<file path="src/hw/rtl/gated_instruction_counter_top_defines.svh">
// assertion macros for the gated instruction counter
// used by gated_instruction_counter_top; needs clk and rst_n in scope
`ifndef GATED_INSTRUCTION_COUNTER_TOP_DEFINES_SVH
`define GATED_INSTRUCTION_COUNTER_TOP_DEFINES_SVH

// same-cycle implication, disabled in reset
`define GIC_ASSERT_NOW(label, ante, cons, msg) \
  label: assert property (@(posedge clk) disable iff (!rst_n) (ante) |-> (cons)) \
    else $error(msg);

// next-cycle implication, disabled in reset
`define GIC_ASSERT_NEXT(label, ante, cons, msg) \
  label: assert property (@(posedge clk) disable iff (!rst_n) (ante) |=> (cons)) \
    else $error(msg);

`endif

</file>
<file path="src/hw/rtl/gic_pkg.sv">
// shared widths, constants and types of the gated instruction counter
// no dependencies
package gic_pkg;

  localparam int unsigned ADDR_W    = 64;
  localparam int unsigned INSN_W    = 10;
  localparam int unsigned CNT_W     = 64;
  localparam int unsigned SEG_IDX_W = 32;
  localparam int unsigned CFG_IDX_W = 3;
  localparam int unsigned CFG_W     = 64;

  // largest instruction count added per block
  localparam logic [INSN_W-1:0] MAX_BLOCK_INSNS = 10'd512;

  // configuration register indexes
  localparam logic [CFG_IDX_W-1:0] CFG_RANGE_ENABLE  = 3'd0;
  localparam logic [CFG_IDX_W-1:0] CFG_RANGE_LOW     = 3'd1;
  localparam logic [CFG_IDX_W-1:0] CFG_RANGE_HIGH    = 3'd2;
  localparam logic [CFG_IDX_W-1:0] CFG_GATE_ENABLE   = 3'd3;
  localparam logic [CFG_IDX_W-1:0] CFG_OPEN_ADDRESS  = 3'd4;
  localparam logic [CFG_IDX_W-1:0] CFG_CLOSE_ADDRESS = 3'd5;

  // how the back end treats a block
  typedef enum logic [1:0] {
    KIND_UNGATED = 2'd0,
    KIND_PLAIN   = 2'd1,
    KIND_OPEN    = 2'd2,
    KIND_CLOSE   = 2'd3
  } gic_kind_t;

  // classified item passed through the queue
  typedef struct packed {
    gic_kind_t           kind;
    logic                range_hit;
    logic [INSN_W-1:0]   insn_count;
  } gic_item_t;

  // queue fill status
  typedef struct packed {
    logic full;
    logic empty;
  } gic_q_status_t;

endpackage

</file>
<file path="src/hw/rtl/gic_front.sv">
// front end: configuration registers, input stage, clamp and classification
// depends on gic_pkg
module gic_front (
  input  logic                          clk,
  input  logic                          rst_n,
  input  logic                          cfg_we,
  input  logic [gic_pkg::CFG_IDX_W-1:0] cfg_index,
  input  logic [gic_pkg::CFG_W-1:0]     cfg_wdata,
  input  logic                          in_valid,
  output logic                          in_ready,
  input  logic [gic_pkg::ADDR_W-1:0]    in_block_address,
  input  logic [gic_pkg::INSN_W-1:0]    in_block_insn_count,
  input  gic_pkg::gic_q_status_t        q_stat,
  output logic                          push,
  output gic_pkg::gic_item_t            push_item
);
  import gic_pkg::*;

  logic              range_enable_r;
  logic [ADDR_W-1:0] range_low_r;
  logic [ADDR_W-1:0] range_high_r;
  logic              gate_enable_r;
  logic [ADDR_W-1:0] open_marker_r;
  logic [ADDR_W-1:0] close_marker_r;

  logic              stage_valid_r;
  logic              stage_valid_nxt;
  gic_item_t         stage_item_r;
  gic_item_t         stage_item_nxt;
  logic              take;

  // configuration registers
  always_ff @(posedge clk) begin
    if (!rst_n) begin
      range_enable_r <= 1'b0;
      range_low_r    <= '0;
      range_high_r   <= '0;
      gate_enable_r  <= 1'b0;
      open_marker_r  <= '0;
      close_marker_r <= '0;
    end else if (cfg_we) begin
      case (cfg_index)
        CFG_RANGE_ENABLE:  range_enable_r <= cfg_wdata[0];
        CFG_RANGE_LOW:     range_low_r    <= cfg_wdata[ADDR_W-1:0];
        CFG_RANGE_HIGH:    range_high_r   <= cfg_wdata[ADDR_W-1:0];
        CFG_GATE_ENABLE:   gate_enable_r  <= cfg_wdata[0];
        CFG_OPEN_ADDRESS:  open_marker_r  <= cfg_wdata[ADDR_W-1:0];
        CFG_CLOSE_ADDRESS: close_marker_r <= cfg_wdata[ADDR_W-1:0];
        default: ;
      endcase
    end
  end

  // stage moves on when empty or when its item enters the queue
  assign push     = stage_valid_r && !q_stat.full;
  assign in_ready = !stage_valid_r || push;
  assign take     = in_valid && in_ready;

  // clamp and classify the incoming item
  always_comb begin
    stage_item_nxt = stage_item_r;
    if (in_block_insn_count > MAX_BLOCK_INSNS) begin
      stage_item_nxt.insn_count = MAX_BLOCK_INSNS;
    end else begin
      stage_item_nxt.insn_count = in_block_insn_count;
    end
    stage_item_nxt.range_hit = range_enable_r &&
                               (in_block_address >= range_low_r) &&
                               (in_block_address < range_high_r);
    // open wins when both marker addresses match
    if (!gate_enable_r) begin
      stage_item_nxt.kind = KIND_UNGATED;
    end else if (in_block_address == open_marker_r) begin
      stage_item_nxt.kind = KIND_OPEN;
    end else if (in_block_address == close_marker_r) begin
      stage_item_nxt.kind = KIND_CLOSE;
    end else begin
      stage_item_nxt.kind = KIND_PLAIN;
    end
  end

  // stage valid
  always_comb begin
    stage_valid_nxt = stage_valid_r;
    if (take) begin
      stage_valid_nxt = 1'b1;
    end else if (push) begin
      stage_valid_nxt = 1'b0;
    end
  end

  always_ff @(posedge clk) begin
    if (!rst_n) begin
      stage_valid_r <= 1'b0;
    end else begin
      stage_valid_r <= stage_valid_nxt;
    end
  end

  // payload holds no reset
  always_ff @(posedge clk) begin
    if (take) begin
      stage_item_r <= stage_item_nxt;
    end
  end

  assign push_item = stage_item_r;

endmodule

</file>
<file path="src/hw/rtl/gic_queue.sv">
// short queue of classified items between front and back end
// depends on gic_pkg
module gic_queue #(
  parameter int unsigned DEPTH = 2
) (
  input  logic                   clk,
  input  logic                   rst_n,
  input  logic                   push,
  input  gic_pkg::gic_item_t     push_item,
  input  logic                   pop,
  output gic_pkg::gic_item_t     pop_item,
  output gic_pkg::gic_q_status_t q_stat
);
  import gic_pkg::*;

  localparam int unsigned PTR_W = (DEPTH > 1) ? $clog2(DEPTH) : 1;
  localparam int unsigned CNT_QW = $clog2(DEPTH + 1);
  localparam logic [PTR_W-1:0]  LAST_PTR = PTR_W'(DEPTH - 1);
  localparam logic [CNT_QW-1:0] FULL_CNT = CNT_QW'(DEPTH);

  gic_item_t          mem [DEPTH];
  logic [PTR_W-1:0]   wr_ptr_r;
  logic [PTR_W-1:0]   wr_ptr_nxt;
  logic [PTR_W-1:0]   rd_ptr_r;
  logic [PTR_W-1:0]   rd_ptr_nxt;
  logic [CNT_QW-1:0]  count_r;
  logic [CNT_QW-1:0]  count_nxt;

  // storage write
  always_ff @(posedge clk) begin
    if (push) begin
      mem[wr_ptr_r] <= push_item;
    end
  end

  assign pop_item = mem[rd_ptr_r];

  // pointers wrap at the depth
  always_comb begin
    wr_ptr_nxt = wr_ptr_r;
    rd_ptr_nxt = rd_ptr_r;
    count_nxt  = count_r;
    if (push) begin
      wr_ptr_nxt = (wr_ptr_r == LAST_PTR) ? '0 : wr_ptr_r + 1'b1;
    end
    if (pop) begin
      rd_ptr_nxt = (rd_ptr_r == LAST_PTR) ? '0 : rd_ptr_r + 1'b1;
    end
    if (push && !pop) begin
      count_nxt = count_r + 1'b1;
    end else if (pop && !push) begin
      count_nxt = count_r - 1'b1;
    end
  end

  always_ff @(posedge clk) begin
    if (!rst_n) begin
      wr_ptr_r <= '0;
      rd_ptr_r <= '0;
      count_r  <= '0;
    end else begin
      wr_ptr_r <= wr_ptr_nxt;
      rd_ptr_r <= rd_ptr_nxt;
      count_r  <= count_nxt;
    end
  end

  assign q_stat.full  = (count_r == FULL_CNT);
  assign q_stat.empty = (count_r == '0);

endmodule

</file>
<file path="src/hw/rtl/gic_back.sv">
// back end: counters, gate state and the output register
// depends on gic_pkg
module gic_back (
  input  logic                          clk,
  input  logic                          rst_n,
  input  gic_pkg::gic_q_status_t        q_stat,
  input  gic_pkg::gic_item_t            pop_item,
  output logic                          pop,
  output logic                          out_valid,
  input  logic                          out_ready,
  output logic [gic_pkg::CNT_W-1:0]     out_total_count,
  output logic [gic_pkg::CNT_W-1:0]     out_range_count,
  output logic [gic_pkg::CNT_W-1:0]     out_gated_total,
  output logic [gic_pkg::CNT_W-1:0]     out_segment_running,
  output logic                          out_gate_is_open,
  output logic [gic_pkg::CNT_W-1:0]     out_open_events,
  output logic [gic_pkg::CNT_W-1:0]     out_close_events,
  output logic                          out_segment_done,
  output logic [gic_pkg::SEG_IDX_W-1:0] out_segment_index,
  output logic [gic_pkg::CNT_W-1:0]     out_segment_value
);
  import gic_pkg::*;

  logic                 out_valid_r, out_valid_nxt;
  logic [CNT_W-1:0]     total_r, total_nxt;
  logic [CNT_W-1:0]     range_r, range_nxt;
  logic [CNT_W-1:0]     gated_r, gated_nxt;
  logic [CNT_W-1:0]     seg_r, seg_nxt;
  logic                 gate_flag_r, gate_flag_nxt;
  logic [CNT_W-1:0]     opens_r, opens_nxt;
  logic [CNT_W-1:0]     closes_r, closes_nxt;
  logic [SEG_IDX_W-1:0] seg_closed_r, seg_closed_nxt;
  logic                 done_r, done_nxt;
  logic [SEG_IDX_W-1:0] idx_r, idx_nxt;
  logic [CNT_W-1:0]     val_r, val_nxt;
  logic [CNT_W-1:0]     n_ext;

  // a new item is taken once the previous result has left
  assign pop   = !q_stat.empty && (!out_valid_r || out_ready);
  assign n_ext = {{(CNT_W-INSN_W){1'b0}}, pop_item.insn_count};

  // counter updates for one item
  always_comb begin
    total_nxt      = total_r + n_ext;
    range_nxt      = pop_item.range_hit ? range_r + n_ext : range_r;
    gated_nxt      = gated_r;
    seg_nxt        = seg_r;
    gate_flag_nxt  = gate_flag_r;
    opens_nxt      = opens_r;
    closes_nxt     = closes_r;
    seg_closed_nxt = seg_closed_r;
    done_nxt       = 1'b0;
    idx_nxt        = '0;
    val_nxt        = '0;
    unique case (pop_item.kind)
      KIND_OPEN: begin
        seg_nxt       = '0;
        gate_flag_nxt = 1'b1;
        opens_nxt     = opens_r + 1'b1;
      end
      KIND_CLOSE: begin
        gate_flag_nxt = 1'b0;
        done_nxt      = 1'b1;
        idx_nxt       = seg_closed_r;
        val_nxt       = seg_r;
        gated_nxt     = gated_r + seg_r;
        closes_nxt    = closes_r + 1'b1;
        // index saturates at all ones
        if (seg_closed_r != '1) begin
          seg_closed_nxt = seg_closed_r + 1'b1;
        end
      end
      KIND_PLAIN: begin
        if (gate_flag_r) begin
          seg_nxt = seg_r + n_ext;
        end
      end
      default: ;
    endcase
  end

  // output valid
  always_comb begin
    out_valid_nxt = out_valid_r;
    if (pop) begin
      out_valid_nxt = 1'b1;
    end else if (out_ready) begin
      out_valid_nxt = 1'b0;
    end
  end

  // counters double as the output register
  always_ff @(posedge clk) begin
    if (!rst_n) begin
      out_valid_r  <= 1'b0;
      total_r      <= '0;
      range_r      <= '0;
      gated_r      <= '0;
      seg_r        <= '0;
      gate_flag_r  <= 1'b0;
      opens_r      <= '0;
      closes_r     <= '0;
      seg_closed_r <= '0;
      done_r       <= 1'b0;
      idx_r        <= '0;
      val_r        <= '0;
    end else begin
      out_valid_r <= out_valid_nxt;
      if (pop) begin
        total_r      <= total_nxt;
        range_r      <= range_nxt;
        gated_r      <= gated_nxt;
        seg_r        <= seg_nxt;
        gate_flag_r  <= gate_flag_nxt;
        opens_r      <= opens_nxt;
        closes_r     <= closes_nxt;
        seg_closed_r <= seg_closed_nxt;
        done_r       <= done_nxt;
        idx_r        <= idx_nxt;
        val_r        <= val_nxt;
      end
    end
  end

  assign out_valid           = out_valid_r;
  assign out_total_count     = total_r;
  assign out_range_count     = range_r;
  assign out_gated_total     = gated_r;
  assign out_segment_running = seg_r;
  assign out_gate_is_open    = gate_flag_r;
  assign out_open_events     = opens_r;
  assign out_close_events    = closes_r;
  assign out_segment_done    = done_r;
  assign out_segment_index   = idx_r;
  assign out_segment_value   = val_r;

endmodule

</file>
<file path="src/hw/rtl/gated_instruction_counter_top.sv">
// channel   | handshake           | payload
// ----------+---------------------+-----------------------------------------
// input     | in_valid/in_ready   | in_block_address, in_block_insn_count
// result    | out_valid/out_ready | out_total_count ... out_segment_value
// config    | cfg_we (no wait)    | cfg_index, cfg_wdata
//
// one item per cycle sustained while the result side does not stall; an accepted item passes
// the input stage, then the queue, then the counter update before its result is valid.
// synchronous active-low reset clears the counters, gate and configuration.
// either side may stall; the queue of QUEUE_DEPTH items absorbs the gap.
//
// top level of the gated instruction counter
// depends on gic_pkg, gic_front, gic_queue, gic_back and the defines header
`include "gated_instruction_counter_top_defines.svh"

module gated_instruction_counter_top #(
  parameter int unsigned QUEUE_DEPTH = 2
) (
  input  logic                          clk,
  input  logic                          rst_n,
  input  logic                          cfg_we,
  input  logic [gic_pkg::CFG_IDX_W-1:0] cfg_index,
  input  logic [gic_pkg::CFG_W-1:0]     cfg_wdata,
  input  logic                          in_valid,
  output logic                          in_ready,
  input  logic [gic_pkg::ADDR_W-1:0]    in_block_address,
  input  logic [gic_pkg::INSN_W-1:0]    in_block_insn_count,
  output logic                          out_valid,
  input  logic                          out_ready,
  output logic [gic_pkg::CNT_W-1:0]     out_total_count,
  output logic [gic_pkg::CNT_W-1:0]     out_range_count,
  output logic [gic_pkg::CNT_W-1:0]     out_gated_total,
  output logic [gic_pkg::CNT_W-1:0]     out_segment_running,
  output logic                          out_gate_is_open,
  output logic [gic_pkg::CNT_W-1:0]     out_open_events,
  output logic [gic_pkg::CNT_W-1:0]     out_close_events,
  output logic                          out_segment_done,
  output logic [gic_pkg::SEG_IDX_W-1:0] out_segment_index,
  output logic [gic_pkg::CNT_W-1:0]     out_segment_value
);
  import gic_pkg::*;

  gic_q_status_t q_stat;
  gic_item_t     push_item;
  gic_item_t     pop_item;
  logic          push;
  logic          pop;
  logic          close_popped;
  logic          close_shown;
  logic          plain_shown;
  logic          seg_fields_zero;

  // classify incoming items
  gic_front u_front (
    .clk                 (clk),
    .rst_n               (rst_n),
    .cfg_we              (cfg_we),
    .cfg_index           (cfg_index),
    .cfg_wdata           (cfg_wdata),
    .in_valid            (in_valid),
    .in_ready            (in_ready),
    .in_block_address    (in_block_address),
    .in_block_insn_count (in_block_insn_count),
    .q_stat              (q_stat),
    .push                (push),
    .push_item           (push_item)
  );

  // decoupling queue
  gic_queue #(
    .DEPTH (QUEUE_DEPTH)
  ) u_queue (
    .clk       (clk),
    .rst_n     (rst_n),
    .push      (push),
    .push_item (push_item),
    .pop       (pop),
    .pop_item  (pop_item),
    .q_stat    (q_stat)
  );

  // counters and result
  gic_back u_back (
    .clk                 (clk),
    .rst_n               (rst_n),
    .q_stat              (q_stat),
    .pop_item            (pop_item),
    .pop                 (pop),
    .out_valid           (out_valid),
    .out_ready           (out_ready),
    .out_total_count     (out_total_count),
    .out_range_count     (out_range_count),
    .out_gated_total     (out_gated_total),
    .out_segment_running (out_segment_running),
    .out_gate_is_open    (out_gate_is_open),
    .out_open_events     (out_open_events),
    .out_close_events    (out_close_events),
    .out_segment_done    (out_segment_done),
    .out_segment_index   (out_segment_index),
    .out_segment_value   (out_segment_value)
  );

  // terms used by the checks
  assign close_popped    = pop && (pop_item.kind == KIND_CLOSE);
  assign close_shown     = out_valid && out_segment_done;
  assign plain_shown     = out_valid && !out_segment_done;
  assign seg_fields_zero = (out_segment_value == '0) && (out_segment_index == '0);

  // checks
  `GIC_ASSERT_NOW(a_no_push_when_full, push, !q_stat.full, "push into full queue")
  `GIC_ASSERT_NEXT(a_close_done, close_popped, close_shown, "close item lost its segment")
  `GIC_ASSERT_NOW(a_done_closes_gate, close_shown, !out_gate_is_open, "gate open after close")
  `GIC_ASSERT_NOW(a_idle_segment_zero, plain_shown, seg_fields_zero, "segment set without close")

endmodule

</file>
<file path="config.mk">
export PLATFORM = sky130hd
export DESIGN_NAME = gated_instruction_counter_top
export DESIGN_NICKNAME = d
export VERILOG_FILES = /design/src/hw/rtl/gic_pkg.sv /design/src/hw/rtl/gic_front.sv /design/src/hw/rtl/gic_queue.sv /design/src/hw/rtl/gic_back.sv /design/src/hw/rtl/gated_instruction_counter_top.sv
export VERILOG_INCLUDE_DIRS = /design/src /design/src/hw/rtl
export SDC_FILE = /design/constraint.sdc
export NUM_CORES = 2
export LEC_CHECK = 0
export CAP_MARGIN = 20
export CORE_MARGIN = 3
export CORE_UTILIZATION = 69
export CTS_CLUSTER_SIZE = 10
export DETAILED_ROUTE_END_ITERATION = 7
export DONT_BUFFER_PORTS = 1
export GPL_ROUTABILITY_DRIVEN = 0
export GPL_TIMING_DRIVEN = 0
export PLACE_DENSITY_LB_ADDON = 0.05
export SETUP_SLACK_MARGIN = 0.1
export SLEW_MARGIN = 20
export SYNTH_ARGS = -nofsm -noshare
export SYNTH_HDL_FRONTEND = slang
export SYNTH_SLANG_ARGS = --single-unit
</file>
<file path="constraint.sdc">
create_clock -name clk -period 6.08 [get_ports clk]
set_input_delay 0.608 -clock clk [delete_from_list [all_inputs] [get_ports clk]]
set_output_delay 0.608 -clock clk [all_outputs]
set_load 0.02 [all_outputs]
</file>
==> results by group <==
Place
  • Number of input and output port buffers inserted: 0
  • Number of cells in the design after placement: 5,889
  • Final HPWL DP: 105 mm
  • Placed Instance Area: 42,900 sq um
  • Worst setup slack after placement: between 1 and 1.5 ns

Final layout
  • Post-Layout Inst Area: 45,500 sq um
  • Relative area change from synthesis to final layout: 8.55%
  • Nets@finish: 5,585
  • Filler-free cell count of the finished design: 6,012
  • Share of cells above drive strength 1: 0.0309

Critical path
  • Cell-by-cell trace of the critical path: buf_6 > clkbuf_1 > mux2_2 > ha_1 > fa_1 > a21o_1 > a21oi_1 > o21bai_1 > a21oi_1 > o21bai_1 > a21oi_1 > o31a_1 > clkbuf_1 > clkbuf_1 > o21ai_0 > a21oi_1
  • Critical Path End Type: flip-flop
  • Biggest cell delay along the critical path: 0.54 ns
  • Most frequent CP cell: a21oi_1
  • Critical path fanouts, max: 10
  • Critical setup path kind: reg2reg
  • Arrival time of data at the critical path endpoint: 5.69 ns
  • Data required time at the worst endpoint: 6.67 ns
  • Type of origin of the critical path: flip-flop
  • Worst-case register-to-register setup slack: between 0.9 and 1 ns
  • Standard cell with the maximum stage delay on the critical path: clkbuf_1

Synthesis
  • Syn nets: 5,487
  • Total of warnings raised by yosys: 0
  • Syn Area/Cell: 8.19 sq um
  • Share of synthesized cell area in full adder, half adder and majority cells: 0.0688
  • Most area-hungry cell type in the Yosys netlist: dfxtp_1
  • Register bit total from synthesis: 818
  • Fraction of synthesized cell area in xor and xnor cells: 0.0747
  • Unique cell type count in the Yosys netlist: 84
  • Number of enable flip-flop cells after synthesis: 39
  • Cells taking the most area after synthesis: dfxtp_1 37%, nand2_1 7.9%, ha_1 6.7%, a21oi_1 6.4%, xnor2_1 5.0%
  • Asr flop ratio synth: 0
  • Ys flop type: dfxtp_1
  • Most frequent cell after synthesis: nand2_1
  • Fraction of the yosys area taken by sequential cells: 0.400
  • Multiplexer fraction of the synthesized cell area: 0.0149
  • Synth Instances: 5,113
  • Most frequent cells after synthesis: 885 x nand2_1, 779 x dfxtp_1, 537 x a21oi_1, 385 x nor2_1, 242 x clkbuf_1
  • Proportion of netlist area held by the largest area contributor: 0.372
  • Main combinational cell family by area after synthesis: simple AND/OR/NAND/NOR gates
  • Area of the mapped netlist: approximately 42,000 sq um
  • Simple logic cell fraction of the synthesized area: 0.232
  • Fraction of the mapped netlist area in compound gates: 0.168

Timing
  • Final cycle utilization of the critical path: 0.839
  • Final Hold Slack: 0.0704 ns
  • Least-Margin Pin Slew: 1.25 ns
  • Maximum clock skew at final layout: 0.0197 ns
  • Final period demand of the worst path: 5.10 ns
  • Final WS setup: between 0.9 and 1 ns
  • Setup repair after global routing missed its margin: no
  • Setup TNS: 0 ns
  • Fmax: 196 MHz
  • Relative slew slack: 0.164
  • Hold violation count in the final report: 0
  • Fin. max-slew vios: 0
  • Total setup violations reported at the end of the flow: 0

Floorplan
  • Area of the die: 63,700 sq um
  • Die H: 252 um
  • Number of placement rows: 89
  • Initial Util: 0.703
  • Die Wd: around 250 um
  • Number of ports placed on the die boundary: 630
  • Core region area: approximately 60,000 sq um

Clocking
  • Worst-skew pair later-pin latency: between 0.6 and 0.7 ns
  • Depth of the CTS H-tree: 3
  • Number of buffers inserted by hold repair at cts: 0
  • Post-CTS Setup Bufs: 0
  • Clock transition at the register clock pins on the worst setup and hold paths after CTS: ~0.06 ns
  • Clock root buffer: clkbuf_16
  • CTS tree: yes
  • Clock Path Buffers: 3
  • TritonCTS Buffers: 93
  • Quantity of gates resized following cts: 0
  • CTS sink cnt: 818

Pwr
  • Cell Int Power: approximately 9.0 mW
  • Sequential Power Share: 0.456
  • Switching Fraction: 0.297
  • Worst-case vdd ir drop: 0.206 mV
  • Clock Power Share: 0.392
  • Leakage component of the power: 15.8 nW
  • Logic gate share of total power: 0.152
  • Switching Power: 3.80 mW
  • Pwr/cell area: 281 nW/um^2

Drt
  • DRT iter0 DRCs: 4,164
  • Total number of vias: 39,400
  • Mean routed wirelength per cell: 23.4 um
  • Final WL: 140 mm
  • Via density: ~6.6
  • Remaining DRCs: 0
  • Detailed Routing Iterations Pass 1: 7
  • Remaining antenna violation count after routing: 0

Global routing
  • Number of global-route vias before repair: 36,400
  • Met2 Usage GRT: 0.648
  • Number of antenna violations at the first check in global routing: 1
  • Overall overflow remaining after global route: 0
  • Global-route wire length before repair: 211 mm
  • Most crowded layer after global routing: met2
  • Met3 Track Usage GR: 0.143
  • Total global routing track utilization: 0.424
  • Largest net degree at the start of global routing: 14
  • Met1 Usage GRT: 0.517

Min path
  • Tightest Hold Check Type: in2reg

Status
  • Outcome: completed

Flow run
  • Maxcap violations: 0
metal layers:
metal / vias to the layer above / part of all wire
met5: - / 0.000085
met4: 2 / 0.073
met3: 563 / 0.13
met2: 2274 / 0.43
met1: 18400 / 0.37
li1: 18100 / -
power groups by stage:
stage	combinational [mW]	sequential, mW	clock (mW)
after floorplan	1.33	5.84	0
after global placement	1.83	5.92	0
after detailed placement	1.88	5.93	0
after CTS	1.90	5.82	5.00
after global routing	2.11	5.84	5.21
final	1.95	5.83	5.01
critical path, delay by kind of cell (launching register included):
family	cells	cell delay [ns]
compound gates	9	1.91
buf+inv	4	1.65
mux	1	0.46
flops	1	0.36
fa+ha+maj	2	0.63
per-stage QoR:
step	util	power, mW
3_5_place_dp	0.720	7.81
5_1_grt	0.763	13.2
4_1_cts	0.763	12.7
6_report	0.763	12.8
3_3_place_gp	0.719	7.76
2_1_floorplan	-	7.17
layout make-up:
| class | count | area, sq um |
|---|---|---|
| multi-input cells | 3835 | 23400 |
| diodes | 1 | 2.50 |
| clock inverters | 7 | 111 |
| fillers | 4519 | 14100 |
| inverters | 195 | 732 |
| plain buffers | 265 | 1020 |
| repair buffers | 3 | 30.0 |
| clock buffers | 115 | 2460 |
| flip-flops and latches | 818 | 16800 |
| well taps | 773 | 967 |
layout by cell type (no fill, tap or decap), drive strengths merged, types with 117 or more instances in the layout:
cell | Yosys | routed
a21oi | 537 | 537
clkbuf | 242 | 357
dfxtp | 779 | 779
ha | 224 | 224
inv | 195 | 196
nand2 | 886 | 886
nand3 | 167 | 167
nand4 | 143 | 143
nor2 | 387 | 387
o21ai | 147 | 147
xnor2 | 240 | 240
xor2 | 117 | 117
cell families (layout without fill, tap and decap cells):
group / after synthesis / after routing
adder cells (fa/ha/maj): 228 / 228
AO/OA/AOI/OAI: 1130 / 1130
XOR/XNOR: 357 / 357
AND/OR/NAND/NOR: 2059 / 2059
buffers and inverters: 460 / 585
multiplexers: 61 / 61
other: 0 / 1
flip-flops: 818 / 818
path summary, 6_finish.rpt:
path | cells past startpoint | startpoint | endpoint
worst min-delay path | 2 | cfg_wdata[36] | u_front.range_low_r[36]
worst min register to register | 0 | u_front.push_item[2] | u_queue.mem[0][2]
worst max register to register | 16 | flip-flop | u_back.out_segment_running[60]
worst max-delay path | 16 | flip-flop | u_back.out_segment_running[60]
Note: power is estimated with default switching activity, not from simulation.
